===== config.mk =====
export PLATFORM = sky130hd
export DESIGN_NAME = battery_power_sequencer_flat
export DESIGN_NICKNAME = d
export VERILOG_FILES = /design/src/rtl/bps_pkg.sv /design/src/rtl/bps_ifs.sv /design/src/rtl/bps_cfg_regs.sv /design/src/rtl/battery_power_sequencer.sv /design/src/flat_wrapper.sv
export SDC_FILE = /design/constraint.sdc
export NUM_CORES = 1
export LEC_CHECK = 0
export ABC_AREA = 1
export BUFFER_PORTS_ARGS = -buffer_cell sky130_fd_sc_hd__buf_2
export CORE_ASPECT_RATIO = 2
export CORE_UTILIZATION = 45
export DETAILED_ROUTE_END_ITERATION = 16
export SLEW_MARGIN = 10
export SYNTH_ARGS = -nofsm -noshare
export SYNTH_HDL_FRONTEND = slang
export SYNTH_SLANG_ARGS = --single-unit
export TNS_END_PERCENT = 1

===== constraint.sdc =====
create_clock -name clk -period 7.1 [get_ports clk]
set_input_delay 0.71 -clock clk [delete_from_list [all_inputs] [get_ports clk]]
set_output_delay 0.71 -clock clk [all_outputs]
set_load 0.01 [all_outputs]

===== src/rtl/bps_pkg.sv =====
// Shared types, constants and the battery filter function for the battery power sequencer.
// Depends on nothing; every other file of the block uses it by scoped names.
package bps_pkg;

    localparam int MV_W      = 16;
    localparam int LEVEL_W   = 10;
    localparam int COUNT_W   = 16;
    localparam int SECONDS_W = 32;
    localparam int CFG_W     = 16;
    localparam int CFG_IDX_W = 3;

    // Accumulator width for 15*old + new on 16-bit signed values.
    localparam int ACC_W = MV_W + 5;

    localparam logic signed [MV_W-1:0]    ON_THRESHOLD_RST    = 16'sd12000;
    localparam logic signed [MV_W-1:0]    OFF_THRESHOLD_RST   = 16'sd11000;
    localparam logic [MV_W-1:0]           STAY_ON_RST         = 16'd34463;
    localparam logic [LEVEL_W-1:0]        SWITCH_OFF_RST      = 10'd341;
    localparam logic [LEVEL_W-1:0]        SWITCH_ON_RST       = 10'd682;
    localparam logic [COUNT_W-1:0]        SHUTDOWN_RELOAD_RST = 16'd60;
    localparam logic [COUNT_W-1:0]        POWERUP_RELOAD_RST  = 16'd60;
    localparam logic [COUNT_W-1:0]        DEFAULT_DELAY_RST   = 16'd60;

    typedef enum logic [1:0] {
        KIND_TICK         = 2'd0,
        KIND_SAMPLE       = 2'd1,
        KIND_LOAD_SHUTDOWN = 2'd2,
        KIND_LOAD_POWERUP = 2'd3
    } kind_t;

    typedef enum logic [1:0] {
        MODE_OFF       = 2'd0,
        MODE_AUTO      = 2'd1,
        MODE_ALWAYS_ON = 2'd2
    } mode_t;

    typedef enum logic [CFG_IDX_W-1:0] {
        REG_ON_THRESHOLD    = 3'd0,
        REG_OFF_THRESHOLD   = 3'd1,
        REG_STAY_ON         = 3'd2,
        REG_SWITCH_OFF      = 3'd3,
        REG_SWITCH_ON       = 3'd4,
        REG_SHUTDOWN_RELOAD = 3'd5,
        REG_POWERUP_RELOAD  = 3'd6,
        REG_DEFAULT_DELAY   = 3'd7
    } cfg_idx_t;

    typedef struct packed {
        logic signed [MV_W-1:0] on_threshold_mv;
        logic signed [MV_W-1:0] off_threshold_mv;
        logic [MV_W-1:0]        stay_on_threshold_mv;
        logic [LEVEL_W-1:0]     switch_off_limit;
        logic [LEVEL_W-1:0]     switch_on_limit;
        logic [COUNT_W-1:0]     shutdown_reload;
        logic [COUNT_W-1:0]     powerup_reload;
        logic [COUNT_W-1:0]     default_shutdown_delay;
    } cfg_t;

    // (15*old + new)/16 with truncation toward zero; the result always fits 16 bits.
    function automatic logic signed [MV_W-1:0] filter_step(
        input logic signed [MV_W-1:0] old_mv,
        input logic signed [MV_W-1:0] new_mv
    );
        logic signed [ACC_W-1:0] acc;
        logic signed [ACC_W-1:0] adj;
        acc = (ACC_W'(old_mv) <<< 4) - ACC_W'(old_mv) + ACC_W'(new_mv);
        adj = acc[ACC_W-1] ? acc + ACC_W'(15) : acc;
        return adj[MV_W+3:4];
    endfunction

endpackage


===== src/rtl/bps_ifs.sv =====
// Request and result channel interfaces of the battery power sequencer.
// Depends on bps_pkg for field widths.
interface bps_item_if;
    logic                                valid;
    logic                                ready;
    logic [1:0]                          kind;
    logic signed [bps_pkg::MV_W-1:0]     battery_mv;
    logic [bps_pkg::LEVEL_W-1:0]         switch_level;
    logic [bps_pkg::COUNT_W-1:0]         count_value;

    modport source (output valid, kind, battery_mv, switch_level, count_value, input ready);
    modport sink   (input valid, kind, battery_mv, switch_level, count_value, output ready);
endinterface

interface bps_result_if;
    logic                                valid;
    logic                                ready;
    logic                                power_on;
    logic [1:0]                          switch_mode;
    logic signed [bps_pkg::MV_W-1:0]     filtered_mv;
    logic [bps_pkg::COUNT_W-1:0]         shutdown_left;
    logic [bps_pkg::COUNT_W-1:0]         powerup_left;
    logic [bps_pkg::SECONDS_W-1:0]       seconds;

    modport source (output valid, power_on, switch_mode, filtered_mv, shutdown_left,
                    powerup_left, seconds, input ready);
    modport sink   (input valid, power_on, switch_mode, filtered_mv, shutdown_left,
                    powerup_left, seconds, output ready);
endinterface


===== src/rtl/bps_cfg_regs.sv =====
// Configuration register file of the battery power sequencer.
// Depends on bps_pkg for the register layout and reset values.
module bps_cfg_regs (
    input  logic                             clk,
    input  logic                             rst_n,
    input  logic                             we,
    input  logic [bps_pkg::CFG_IDX_W-1:0]    index,
    input  logic [bps_pkg::CFG_W-1:0]        wdata,
    output bps_pkg::cfg_t                    cfg
);

    bps_pkg::cfg_t cfg_reg;

    always_ff @(posedge clk or negedge rst_n)
    begin
        if (!rst_n)
        begin
            cfg_reg.on_threshold_mv        <= bps_pkg::ON_THRESHOLD_RST;
            cfg_reg.off_threshold_mv       <= bps_pkg::OFF_THRESHOLD_RST;
            cfg_reg.stay_on_threshold_mv   <= bps_pkg::STAY_ON_RST;
            cfg_reg.switch_off_limit       <= bps_pkg::SWITCH_OFF_RST;
            cfg_reg.switch_on_limit        <= bps_pkg::SWITCH_ON_RST;
            cfg_reg.shutdown_reload        <= bps_pkg::SHUTDOWN_RELOAD_RST;
            cfg_reg.powerup_reload         <= bps_pkg::POWERUP_RELOAD_RST;
            cfg_reg.default_shutdown_delay <= bps_pkg::DEFAULT_DELAY_RST;
        end
        else if (we)
        begin
            unique case (bps_pkg::cfg_idx_t'(index))
                bps_pkg::REG_ON_THRESHOLD:    cfg_reg.on_threshold_mv <= $signed(wdata);
                bps_pkg::REG_OFF_THRESHOLD:   cfg_reg.off_threshold_mv <= $signed(wdata);
                bps_pkg::REG_STAY_ON:         cfg_reg.stay_on_threshold_mv <= wdata;
                bps_pkg::REG_SWITCH_OFF:
                    cfg_reg.switch_off_limit <= wdata[bps_pkg::LEVEL_W-1:0];
                bps_pkg::REG_SWITCH_ON:
                    cfg_reg.switch_on_limit <= wdata[bps_pkg::LEVEL_W-1:0];
                bps_pkg::REG_SHUTDOWN_RELOAD: cfg_reg.shutdown_reload <= wdata;
                bps_pkg::REG_POWERUP_RELOAD:  cfg_reg.powerup_reload <= wdata;
                bps_pkg::REG_DEFAULT_DELAY:   cfg_reg.default_shutdown_delay <= wdata;
                default:                      cfg_reg <= cfg_reg;
            endcase
        end
    end

    assign cfg = cfg_reg;

endmodule


===== src/rtl/battery_power_sequencer.sv =====
// Top level of the battery power sequencer: request register, state update and result.
// Depends on bps_pkg, the channel interfaces in bps_ifs.sv and bps_cfg_regs.
//
// The sequencer takes one request per clock cycle unless a result stalls, and returns exactly
// one result per request: the request is captured in an input register, and the
// small update logic (one 21-bit filter add, a few 10- and 16-bit compares and
// 16-bit decrements) then writes the sequencer state, which is also the result
// register. A tick request runs the shutdown or power-up countdown and the seconds
// counter; a sample request filters the battery level as (15*old+new)/16, classifies
// the mode switch and runs the on/off machine; the two load requests overwrite one
// countdown. Each result shows the visible state after its request. A result waiting
// for the consumer stalls the input register only; while results are taken every
// cycle, a new request is accepted every cycle. Configuration registers are written
// through cfg_we, cfg_index and cfg_wdata and must only be changed while no request
// is in flight.
module battery_power_sequencer (
    input  logic                          clk,
    input  logic                          rst_n,
    bps_item_if.sink                      item,
    bps_result_if.source                  result,
    input  logic                          cfg_we,
    input  logic [bps_pkg::CFG_IDX_W-1:0] cfg_index,
    input  logic [bps_pkg::CFG_W-1:0]     cfg_wdata
);

    bps_pkg::cfg_t cfg;

    bps_cfg_regs u_cfg (
        .clk   (clk),
        .rst_n (rst_n),
        .we    (cfg_we),
        .index (cfg_index),
        .wdata (cfg_wdata),
        .cfg   (cfg)
    );

    // Input register stage.
    logic                                in_valid_reg;
    bps_pkg::kind_t                      kind_reg;
    logic signed [bps_pkg::MV_W-1:0]     battery_mv_reg;
    logic [bps_pkg::LEVEL_W-1:0]         switch_level_reg;
    logic [bps_pkg::COUNT_W-1:0]         count_value_reg;

    // Sequencer state; its visible part doubles as the result register.
    logic                                out_valid_reg;
    logic                                power_reg, power_next;
    bps_pkg::mode_t                      mode_reg, mode_next;
    logic signed [bps_pkg::MV_W-1:0]     filter_reg, filter_next;
    logic [bps_pkg::COUNT_W-1:0]         sd_count_reg, sd_count_next;
    logic [bps_pkg::COUNT_W-1:0]         pu_count_reg, pu_count_next;
    logic                                sd_req_reg, sd_req_next;
    logic                                pu_req_reg, pu_req_next;
    logic [bps_pkg::SECONDS_W-1:0]       seconds_reg, seconds_next;

    logic                                advance;
    logic                                below_stay_on;
    logic signed [bps_pkg::MV_W-1:0]     filt_new;
    logic [bps_pkg::COUNT_W-1:0]         sd_tick;
    logic [bps_pkg::COUNT_W-1:0]         pu_tick;

    // The request in the input register moves into the state when the result
    // register is empty or its current result is taken in this cycle.
    assign advance    = in_valid_reg && (!out_valid_reg || result.ready);
    assign item.ready = !in_valid_reg || advance;

    always_ff @(posedge clk or negedge rst_n)
    begin
        if (!rst_n)
        begin
            in_valid_reg <= 1'b0;
        end
        else if (item.ready)
        begin
            in_valid_reg <= item.valid;
        end
    end

    always_ff @(posedge clk)
    begin
        if (item.valid && item.ready)
        begin
            kind_reg         <= bps_pkg::kind_t'(item.kind);
            battery_mv_reg   <= item.battery_mv;
            switch_level_reg <= item.switch_level;
            count_value_reg  <= item.count_value;
        end
    end

    // The signed filtered level and the unsigned stay-on level compare as integers.
    assign below_stay_on = $signed({filter_reg[bps_pkg::MV_W-1], filter_reg})
                         < $signed({1'b0, cfg.stay_on_threshold_mv});
    assign filt_new = bps_pkg::filter_step(filter_reg, battery_mv_reg);
    assign sd_tick  = below_stay_on ? sd_count_reg - 1'b1 : sd_count_reg;
    assign pu_tick  = pu_count_reg - 1'b1;

    always_comb
    begin
        power_next    = power_reg;
        mode_next     = mode_reg;
        filter_next   = filter_reg;
        sd_count_next = sd_count_reg;
        pu_count_next = pu_count_reg;
        sd_req_next   = sd_req_reg;
        pu_req_next   = pu_req_reg;
        seconds_next  = seconds_reg;

        unique case (kind_reg)
            bps_pkg::KIND_TICK:
            begin
                seconds_next = seconds_reg + 1'b1;
                // A countdown already at zero stays there and raises nothing.
                if (power_reg)
                begin
                    if (sd_count_reg != '0)
                    begin
                        sd_count_next = sd_tick;
                        if (sd_tick == '0)
                        begin
                            sd_req_next = 1'b1;
                        end
                    end
                end
                else if (pu_count_reg != '0)
                begin
                    pu_count_next = pu_tick;
                    if (pu_tick == '0)
                    begin
                        pu_req_next = 1'b1;
                    end
                end
            end
            bps_pkg::KIND_SAMPLE:
            begin
                filter_next = filt_new;
                if (switch_level_reg < cfg.switch_off_limit)
                begin
                    mode_next   = bps_pkg::MODE_OFF;
                    power_next  = 1'b0;
                    pu_req_next = 1'b1;
                end
                else if (switch_level_reg < cfg.switch_on_limit)
                begin
                    mode_next     = bps_pkg::MODE_ALWAYS_ON;
                    power_next    = 1'b1;
                    pu_req_next   = 1'b1;
                    sd_count_next = cfg.default_shutdown_delay;
                end
                else
                begin
                    mode_next = bps_pkg::MODE_AUTO;
                    if (power_reg)
                    begin
                        // A low battery or a pending shutdown request turns power off;
                        // the request is consumed in the same step.
                        if (sd_req_reg || (filt_new < cfg.off_threshold_mv))
                        begin
                            sd_req_next   = 1'b0;
                            pu_req_next   = 1'b0;
                            pu_count_next = cfg.powerup_reload;
                            power_next    = 1'b0;
                        end
                    end
                    else if (pu_req_reg && (filt_new >= cfg.on_threshold_mv))
                    begin
                        pu_req_next   = 1'b0;
                        sd_req_next   = 1'b0;
                        sd_count_next = cfg.shutdown_reload;
                        power_next    = 1'b1;
                    end
                end
            end
            bps_pkg::KIND_LOAD_SHUTDOWN:
            begin
                sd_count_next = count_value_reg;
            end
            bps_pkg::KIND_LOAD_POWERUP:
            begin
                pu_count_next = count_value_reg;
            end
            default:
            begin
                pu_count_next = pu_count_reg;
            end
        endcase
    end

    always_ff @(posedge clk or negedge rst_n)
    begin
        if (!rst_n)
        begin
            out_valid_reg <= 1'b0;
            power_reg     <= 1'b0;
            mode_reg      <= bps_pkg::MODE_OFF;
            filter_reg    <= bps_pkg::ON_THRESHOLD_RST;
            sd_count_reg  <= bps_pkg::DEFAULT_DELAY_RST;
            pu_count_reg  <= bps_pkg::POWERUP_RELOAD_RST;
            sd_req_reg    <= 1'b0;
            pu_req_reg    <= 1'b0;
            seconds_reg   <= '0;
        end
        else
        begin
            if (advance)
            begin
                out_valid_reg <= 1'b1;
                power_reg     <= power_next;
                mode_reg      <= mode_next;
                filter_reg    <= filter_next;
                sd_count_reg  <= sd_count_next;
                pu_count_reg  <= pu_count_next;
                sd_req_reg    <= sd_req_next;
                pu_req_reg    <= pu_req_next;
                seconds_reg   <= seconds_next;
            end
            else if (result.ready)
            begin
                out_valid_reg <= 1'b0;
            end
        end
    end

    assign result.valid         = out_valid_reg;
    assign result.power_on      = power_reg;
    assign result.switch_mode   = mode_reg;
    assign result.filtered_mv   = filter_reg;
    assign result.shutdown_left = sd_count_reg;
    assign result.powerup_left  = pu_count_reg;
    assign result.seconds       = seconds_reg;

    // Mode off always leaves power switched off, and only samples change power.
    assert property (@(posedge clk) disable iff (!rst_n)
        (mode_reg == bps_pkg::MODE_OFF) |-> !power_reg)
        else $error("power on while switch mode is off");

    // Always-on mode forces power on until another sample reclassifies the switch.
    assert property (@(posedge clk) disable iff (!rst_n)
        (mode_reg == bps_pkg::MODE_ALWAYS_ON) |-> power_reg)
        else $error("power off while switch mode is always on");

    // A stalled result keeps the request waiting in the input register.
    assert property (@(posedge clk) disable iff (!rst_n)
        (in_valid_reg && out_valid_reg && !result.ready) |=> in_valid_reg && $stable(seconds_reg))
        else $error("request or state lost while result stalled");

    // The state only changes when a request moves through.
    assert property (@(posedge clk) disable iff (!rst_n)
        !advance |=> $stable(sd_count_reg) && $stable(pu_count_reg) && $stable(filter_reg))
        else $error("state changed without a request");

endmodule

===== src/flat_wrapper.sv =====
// flat-port wrapper written by rule: the top's interface ports become plain ports
module battery_power_sequencer_flat 
  (clk, rst_n, cfg_we, cfg_index, cfg_wdata, item_valid, item_kind, item_battery_mv, item_switch_level, item_count_value, item_ready, result_valid, result_power_on, result_switch_mode, result_filtered_mv, result_shutdown_left, result_powerup_left, result_seconds, result_ready);
  bps_item_if item_i ();
  bps_result_if result_i ();
  input  logic clk;
  input  logic rst_n;
  input  logic cfg_we;
  input  logic [bps_pkg::CFG_IDX_W-1:0] cfg_index;
  input  logic [bps_pkg::CFG_W-1:0] cfg_wdata;
  input wire logic [$bits(item_i.valid)-1:0] item_valid;
  input wire logic [$bits(item_i.kind)-1:0] item_kind;
  input wire logic [$bits(item_i.battery_mv)-1:0] item_battery_mv;
  input wire logic [$bits(item_i.switch_level)-1:0] item_switch_level;
  input wire logic [$bits(item_i.count_value)-1:0] item_count_value;
  output wire logic [$bits(item_i.ready)-1:0] item_ready;
  output wire logic [$bits(result_i.valid)-1:0] result_valid;
  output wire logic [$bits(result_i.power_on)-1:0] result_power_on;
  output wire logic [$bits(result_i.switch_mode)-1:0] result_switch_mode;
  output wire logic [$bits(result_i.filtered_mv)-1:0] result_filtered_mv;
  output wire logic [$bits(result_i.shutdown_left)-1:0] result_shutdown_left;
  output wire logic [$bits(result_i.powerup_left)-1:0] result_powerup_left;
  output wire logic [$bits(result_i.seconds)-1:0] result_seconds;
  input wire logic [$bits(result_i.ready)-1:0] result_ready;
  assign item_i.valid = item_valid;
  assign item_i.kind = item_kind;
  assign item_i.battery_mv = item_battery_mv;
  assign item_i.switch_level = item_switch_level;
  assign item_i.count_value = item_count_value;
  assign item_ready = item_i.ready;
  assign result_valid = result_i.valid;
  assign result_power_on = result_i.power_on;
  assign result_switch_mode = result_i.switch_mode;
  assign result_filtered_mv = result_i.filtered_mv;
  assign result_shutdown_left = result_i.shutdown_left;
  assign result_powerup_left = result_i.powerup_left;
  assign result_seconds = result_i.seconds;
  assign result_i.ready = result_ready;
  battery_power_sequencer u_core (.clk(clk), .rst_n(rst_n), .item(item_i), .result(result_i), .cfg_we(cfg_we), .cfg_index(cfg_index), .cfg_wdata(cfg_wdata));
endmodule

# Yosys cells after proc, flatten, opt, wreduce, memory -nomap -nowiden
# Cells that the tools add are included.
[classes] addsub=6 order_cmp=5 n_eq_ne=26 mux=40 n_reduce_logical=32
[ops] operator="16-bit 2-to-1 mux" count=13
[ops] operator="16-bit one-hot mux with 3 select lines" count=2
[ops] operator="32-bit by 1-bit adder with 32-bit output, second input constant" count=1
[ops] operator="16-bit logical NOT" count=2
[ops] operator="16-bit nonzero test" count=2
[ops] operator="16-bit by 1-bit subtractor with 16-bit output, second input constant" count=2
[ops] operator="21-bit by 16-bit adder with 21-bit output" count=1
[ops] operator="20-bit by 16-bit subtractor with 21-bit output" count=1
[ops] operator="20-bit by 5-bit adder with 20-bit output, second input constant" count=1
[ops] operator="10-bit < comparator" count=2
[ops] operator="1-bit 2-to-1 mux" count=20
[ops] operator="20-bit 2-to-1 mux" count=1
[ops] operator="2-bit AND reduction" count=10
[ops] operator="16-bit by 17-bit < comparator with 1-bit output" count=1
[ops] operator="16-bit >= comparator" count=1
[ops] operator="16-bit < comparator" count=1
[ops] operator="2-bit by 1-bit != test with 1-bit output, second input constant" count=7
[ops] operator="7-bit AND reduction" count=2
[ops] operator="3-bit == test, second input constant" count=4
[ops] operator="9-bit AND reduction" count=1
[ops] operator="8-bit AND reduction" count=1
[ops] operator="3-bit by 2-bit == test with 1-bit output, second input constant" count=2
[ops] operator="2-bit != test, second input constant" count=3
[ops] operator="3-bit by 1-bit != test with 1-bit output, second input constant" count=2
[ops] operator="15 further kinds" count=26
[word_totals] regBits=247 inputBits=68 output_inout_bits=85 wordCells=131

# Longest topological paths before layout
[depth] ltp_word=11 depth_mapped=38

# Cells and area by module
# Synthesis repeated with hierarchy kept, for this count alone.
[unflattened] cells_unflattened=1886 area_unflattened_um2=15006.9
[modules_own_cells] mod="battery_power_sequencer" n_inst=1 cells_per_inst=1366 area_each_um2=10415.0
[modules_own_cells] mod="bps_cfg_regs" n_inst=1 cells_per_inst=520 area_each_um2=4591.9

# Worst setup path before layout
# OpenSTA, ideal clock, no wires.
[synth_timing] path_type="register to register" startpoint="register u_core.filter_reg, in the netlist u_core.result.filtered_mv[15]" endpoint="register u_core.sd_count_reg, in the netlist u_core.result.shutdown_left[5]" setup_time_ps=79 arrival_ps=5448 path_slack_ps=1573 path_stages_with_launch=35 n_path_buf=1 period_less_slack_ps=5527 cell_sequence="dfrtp_1 -> inv_1 -> ha_1 -> xnor2_1 -> inv_1 -> ha_1 -> nand2_1 -> inv_1 -> nand2_1 -> nand2_1 -> a21oi_1 -> nand3_1 -> nand2_1 -> nand2_1 -> nor2_2 -> inv_2 -> nor3_1 -> nand3_1 -> nor3b_1 -> nand3_1 -> or2_0 -> nand2_1 -> inv_1 -> ha_1 -> nand2_1 -> nor2_1 -> a2111oi_0 -> nand2_1 -> xor2_1 -> nand2_1 -> nand3_1 -> a21oi_1 -> clkbuf_1 -> o211ai_1 -> o21ai_0"
[synth_via] elab_chain_cells=8 word_cells_on_any_way=13 classes_between="add/sub (3); order compare (2); eq/ne (1); mux (5); reduce/logical (2)"
[synth_rtl] element="start: declaration" line_no="battery_power_sequencer.sv:48" text="logic signed [bps_pkg::MV_W-1:0] filter_reg, filter_next;"
[synth_rtl] element="start signal: assignment" line_no="battery_power_sequencer.sv:194" text="filter_reg <= bps_pkg::ON_THRESHOLD_RST;"
[synth_rtl] element="start signal: assignment" line_no="battery_power_sequencer.sv:208" text="filter_reg <= filter_next;"
[synth_rtl] element="20-bit by 16-bit subtractor with 21-bit output *" line_no="bps_pkg.sv:66" text="acc = (ACC_W'(old_mv) <<< 4) - ACC_W'(old_mv) + ACC_W'(new_mv);"
[synth_rtl] element="21-bit by 16-bit adder with 21-bit output *" line_no="bps_pkg.sv:66"
[synth_rtl] element="20-bit by 5-bit adder with 20-bit output" line_no="bps_pkg.sv:67" text="adj = acc[ACC_W-1] ? acc + ACC_W'(15) : acc;"
[synth_rtl] element="20-bit 2-to-1 mux *" line_no="bps_pkg.sv:67"
[synth_rtl] element="net u_core.filt_new (one bit)" line_no="battery_power_sequencer.sv:57" text="logic signed [bps_pkg::MV_W-1:0] filt_new;"
[synth_rtl] element="16-bit >= comparator *" line_no="battery_power_sequencer.sv:163" text="else if (pu_req_reg && (filt_new >= cfg.on_threshold_mv))"
[synth_rtl] element="1-bit logical AND *" line_no="battery_power_sequencer.sv:163"
[synth_rtl] element="3-bit by 1-bit != test with 1-bit output (no line) *"
[synth_rtl] element="7-bit AND reduction (no line) *"
[synth_rtl] element="end signal: assignment" line_no="battery_power_sequencer.sv:195" text="sd_count_reg <= bps_pkg::DEFAULT_DELAY_RST;"
[synth_rtl] element="end signal: assignment" line_no="battery_power_sequencer.sv:209" text="sd_count_reg <= sd_count_next;"
[synth_rtl] element="end: declaration" line_no="battery_power_sequencer.sv:49" text="logic [bps_pkg::COUNT_W-1:0] sd_count_reg, sd_count_next;"
# The timed path passes the listed nets; every way through them passes the cells marked *. The select of a mux whose other input is x is not followed.
# A chain may end at the register's enable or synchronous reset.

# Worst setup path in the final report
[layout_timing] startpoint="register u_core.filter_reg, in the netlist u_core.result.filtered_mv[15]" endpoint="register u_core.sd_count_reg, in the netlist u_core.result.shutdown_left[13]"
# The elaborated chain is that of the path after synthesis.

==> summary.md <==
| Metric | Value |
|---|---|
| Outcome | completed |
| Worst path slowest cell | dfrtp_1 |
| Multiplexer share of the synthesized area | 0% |
| IO Pins | 153 |
| Post-DP HPWL | 32600 um |
| Max_slew headroom | 25.3% |
| Main synth FF type | dfrtp_1 |
| Worst path most repeated cell | nand2_1 |
| Core Footprint | 31400 sq um |
| Final core occ | 52.2% |
| Peak fanout along the critical path | 32 |
| TNS Setup | 0 ns |
| Post-CTS sizing | 0 |
| Worst EP arrival | roughly 6.8 ns |
| Adder-cell share of the synthesized area | 10.7% |
| Top routing layer used | met4 |
| Die area | 32700 sq um |
| Clock skew | 0.0215 ns |
| Design Power | a little over 9 mW |
| Final nets | 2005 |
| Post-CTS setup buffers | 0 |
| Post-Route WL | 41800 um |
| Multi-input gate area | 6670 sq um |
| Share of cells above drive strength 1 | ~16% |
| Syn. warnings | 0 |
| Via density | 5.19 |
| CTS Buf Count | 24 |
| Total number of vias | 11800 |
| Fin. max-slew vios | 0 |
| Gr usage total | 26.3% |
| Largest cells by area after synthesis | dfrtp_1 25%, dfstp_2 11%, nand2_1 9.6%, edfxtp_1 9.2%, ha_1 8.5% |
| Pleak | 8.05 nW |
| Area grow syn2layout | 14.2% |
| Global-route wire length before repair | around 65000 um |
| CTS tree | done |
| Final Cycle Share | 89.1% |
| XOR/XNOR Fraction of Synth Area | 5.11% |
| Synth Area in Compound Gates | 12.1% |
| IO Port Bufs | between 150 and 200 |
| Rows | 92 |
| H-tree levels | 1 |
| Clk_lat worst skew | 0.54 ns |
| Vias in the first global route | 12100 |
| Synth top area share | 24.7% |
| Grt ovf | 0 |
| Syn avg cell area | 8.53 sq um |
| Number of setup violations in the final report | 0 |
| Unrepaired setup endpoints after global routing | no |
| Distinct cell type count after synthesis | 55 |
| Avg WL per Cell | 18.4 um |
| Routability Congestion | 0.946 |
| Clock slew at reported path FFs | 0.07 ns |
| Crit path kind | reg2reg |
| EDFF count, synth | 44 |
| Tmin final | 6.33 ns |
| Syn Inst Count | 1683 |
| Max reg flops | 116 |
| Crit. End Element | flip-flop |
| Seq. cell area | 6480 sq um |
| Starting utilization of the core area | approximately 46% |
| Syn_nets | between 1500 and 2000 |
| Slew @ Worst Pin | ~1.1 ns |
| First-pass DRT Iterations | 7 |
| Iteration-0 DRC Markers | 635 |
| Die Ht | 255 um |
| Final hold vios | 0 |
| Number of synthesized register bits | 247 |
| Worst hold path type | in2async |
| Antenna-violating nets left | 0 |
| Synthesized area | around 14000 sq um |
| # fillers | around 3000 |
| DRC errors left | 0 |
| Commonest cells post-synth | 367 x nand2_1, 276 x inv_1, 170 x o21ai_0, 142 x dfrtp_1, 97 x ha_1 |
| Post-synthesis simple-gate area fraction | ~19% |
| Most numerous cell in the Yosys netlist | nand2_1 |
| CP required | 7.54 ns |
| Met2 WL | about 23000 um |
| Clk root buf | clkbuf_16 |
| Synth area leader | dfrtp_1 |
| Initial antenna violation count | 2 |
| Register area share after synthesis | 45.1% |
| WL met1 | 14100 um |
| Kind of cell adding the most delay to the critical path | simple AND/OR/NAND/NOR gates |
| Die width | 128 um |
| Largest net degree at the start of global routing | 121 |
| Cell Pwr Density | 562 nW/um^2 |
| Met3 WL | 1760 um |
| Max Root-Sink Buffers | 3 |
| Top achievable clock speed | 0.158 GHz |
| Crit path launch type | flip-flop |
| Ys async rst share | 82.2% |
| Worst vdd ir | 0.311 mV |
| Largest family of logic cells by synthesized area | simple AND/OR/NAND/NOR gates |
| CP bufs+invs | 5 |
| Worst path max stage delay | 0.60 ns |
| CTS Hold Buffers Added | 0 |
| Max-cap viol count | 0 |
| Clock sink count | 247 |
==> through the flow <==
stage | hold WS [ns] | instances | area [sq um] | worst slack [ns]
detailed placement | 0.462 | 2221 | 15500 | 0.796
CTS | 0.315 | 2265 | 16400 | 0.749
finish | 0.280 | 2268 | 16400 | 0.775
floorplan | 0.414 | 1683 | 14400 | 1.57
global placement | 0.456 | 2221 | 15500 | 0.940
global route | 0.327 | 2265 | 16400 | 0.0940
==> layout make-up <==
| cell class | count | area share [%] |
|---|---|---|
| multi-input cells | 1113 | 40.7 |
| flip-flops and latches | 247 | 39.5 |
| inverters | 279 | 6.38 |
| repair buffers | 159 | 5.01 |
| clock buffers | 29 | 4.03 |
| well taps | 423 | 3.23 |
| clock inverters | 15 | 1.15 |
| diodes | 3 | 0.0458 |
==> cell families after synthesis <==
group	after synthesis
compound gates	310
fa+ha+maj	113
simple gates	607
buf+inv	323
flops	247
xor+xnor	83
==> per-layer routing <==
metal / vias up / global-route usage, %
met5: - / 0
met4: 0 / 16.3
met3: 110 / 3.31
met2: 310 / 52.1
met1: 5611 / 24.9
li1: 5742 / -
==> power by group <==
part / total, mW / leakage [nW] / internal, mW / switching (mW)
registers: 2.12 / 2.85 / 1.81 / 0.309
clock network: 1.40 / 0.403 / 0.812 / 0.584
logic: 5.71 / 4.80 / 2.04 / 3.66
==> final timing paths <==
check	from	endpoint	depth (start not counted)	slack (ns)
worst min register to register	u_core.sd_req_reg	u_core.sd_req_reg	2	0.48
worst min-delay path	rst_n	u_core.result.shutdown_left[7]	1	0.28
max in group asynchronous	rst_n	u_core.u_cfg.cfg[5]	2	5.54
min in group clk	item_switch_level[9]	u_core.switch_level_reg[9]	1	0.34
worst max-delay path	u_core.result.filtered_mv[15]	u_core.result.shutdown_left[13]	32	0.77
worst max register to register	u_core.result.filtered_mv[15]	u_core.result.shutdown_left[13]	32	0.77
==> cell usage in the layout, fill, tap and decap left out, types with 4 or more instances in the layout <==
cell	count
nand2_1	367
dfstp_2	61
nor3_1	19
nor2_2	4
nor4_1	8
nor2_1	93
a21oi_1	71
fa_1	16
o221ai_1	5
o21ai_0	170
buf_2	151
a22oi_1	7
nand2_2	6
xnor2_1	21
o31ai_1	5
nand4_1	21
inv_2	4
edfxtp_1	44
o211ai_1	26
nand3_1	63
nor2_4	4
ha_1	97
buf_4	7
bufinv_16	4
xor2_1	61
clkinvlp_4	4
inv_1	275
clkbuf_16	25
dfrtp_1	142
Note: power is estimated with default switching activity, not from simulation.
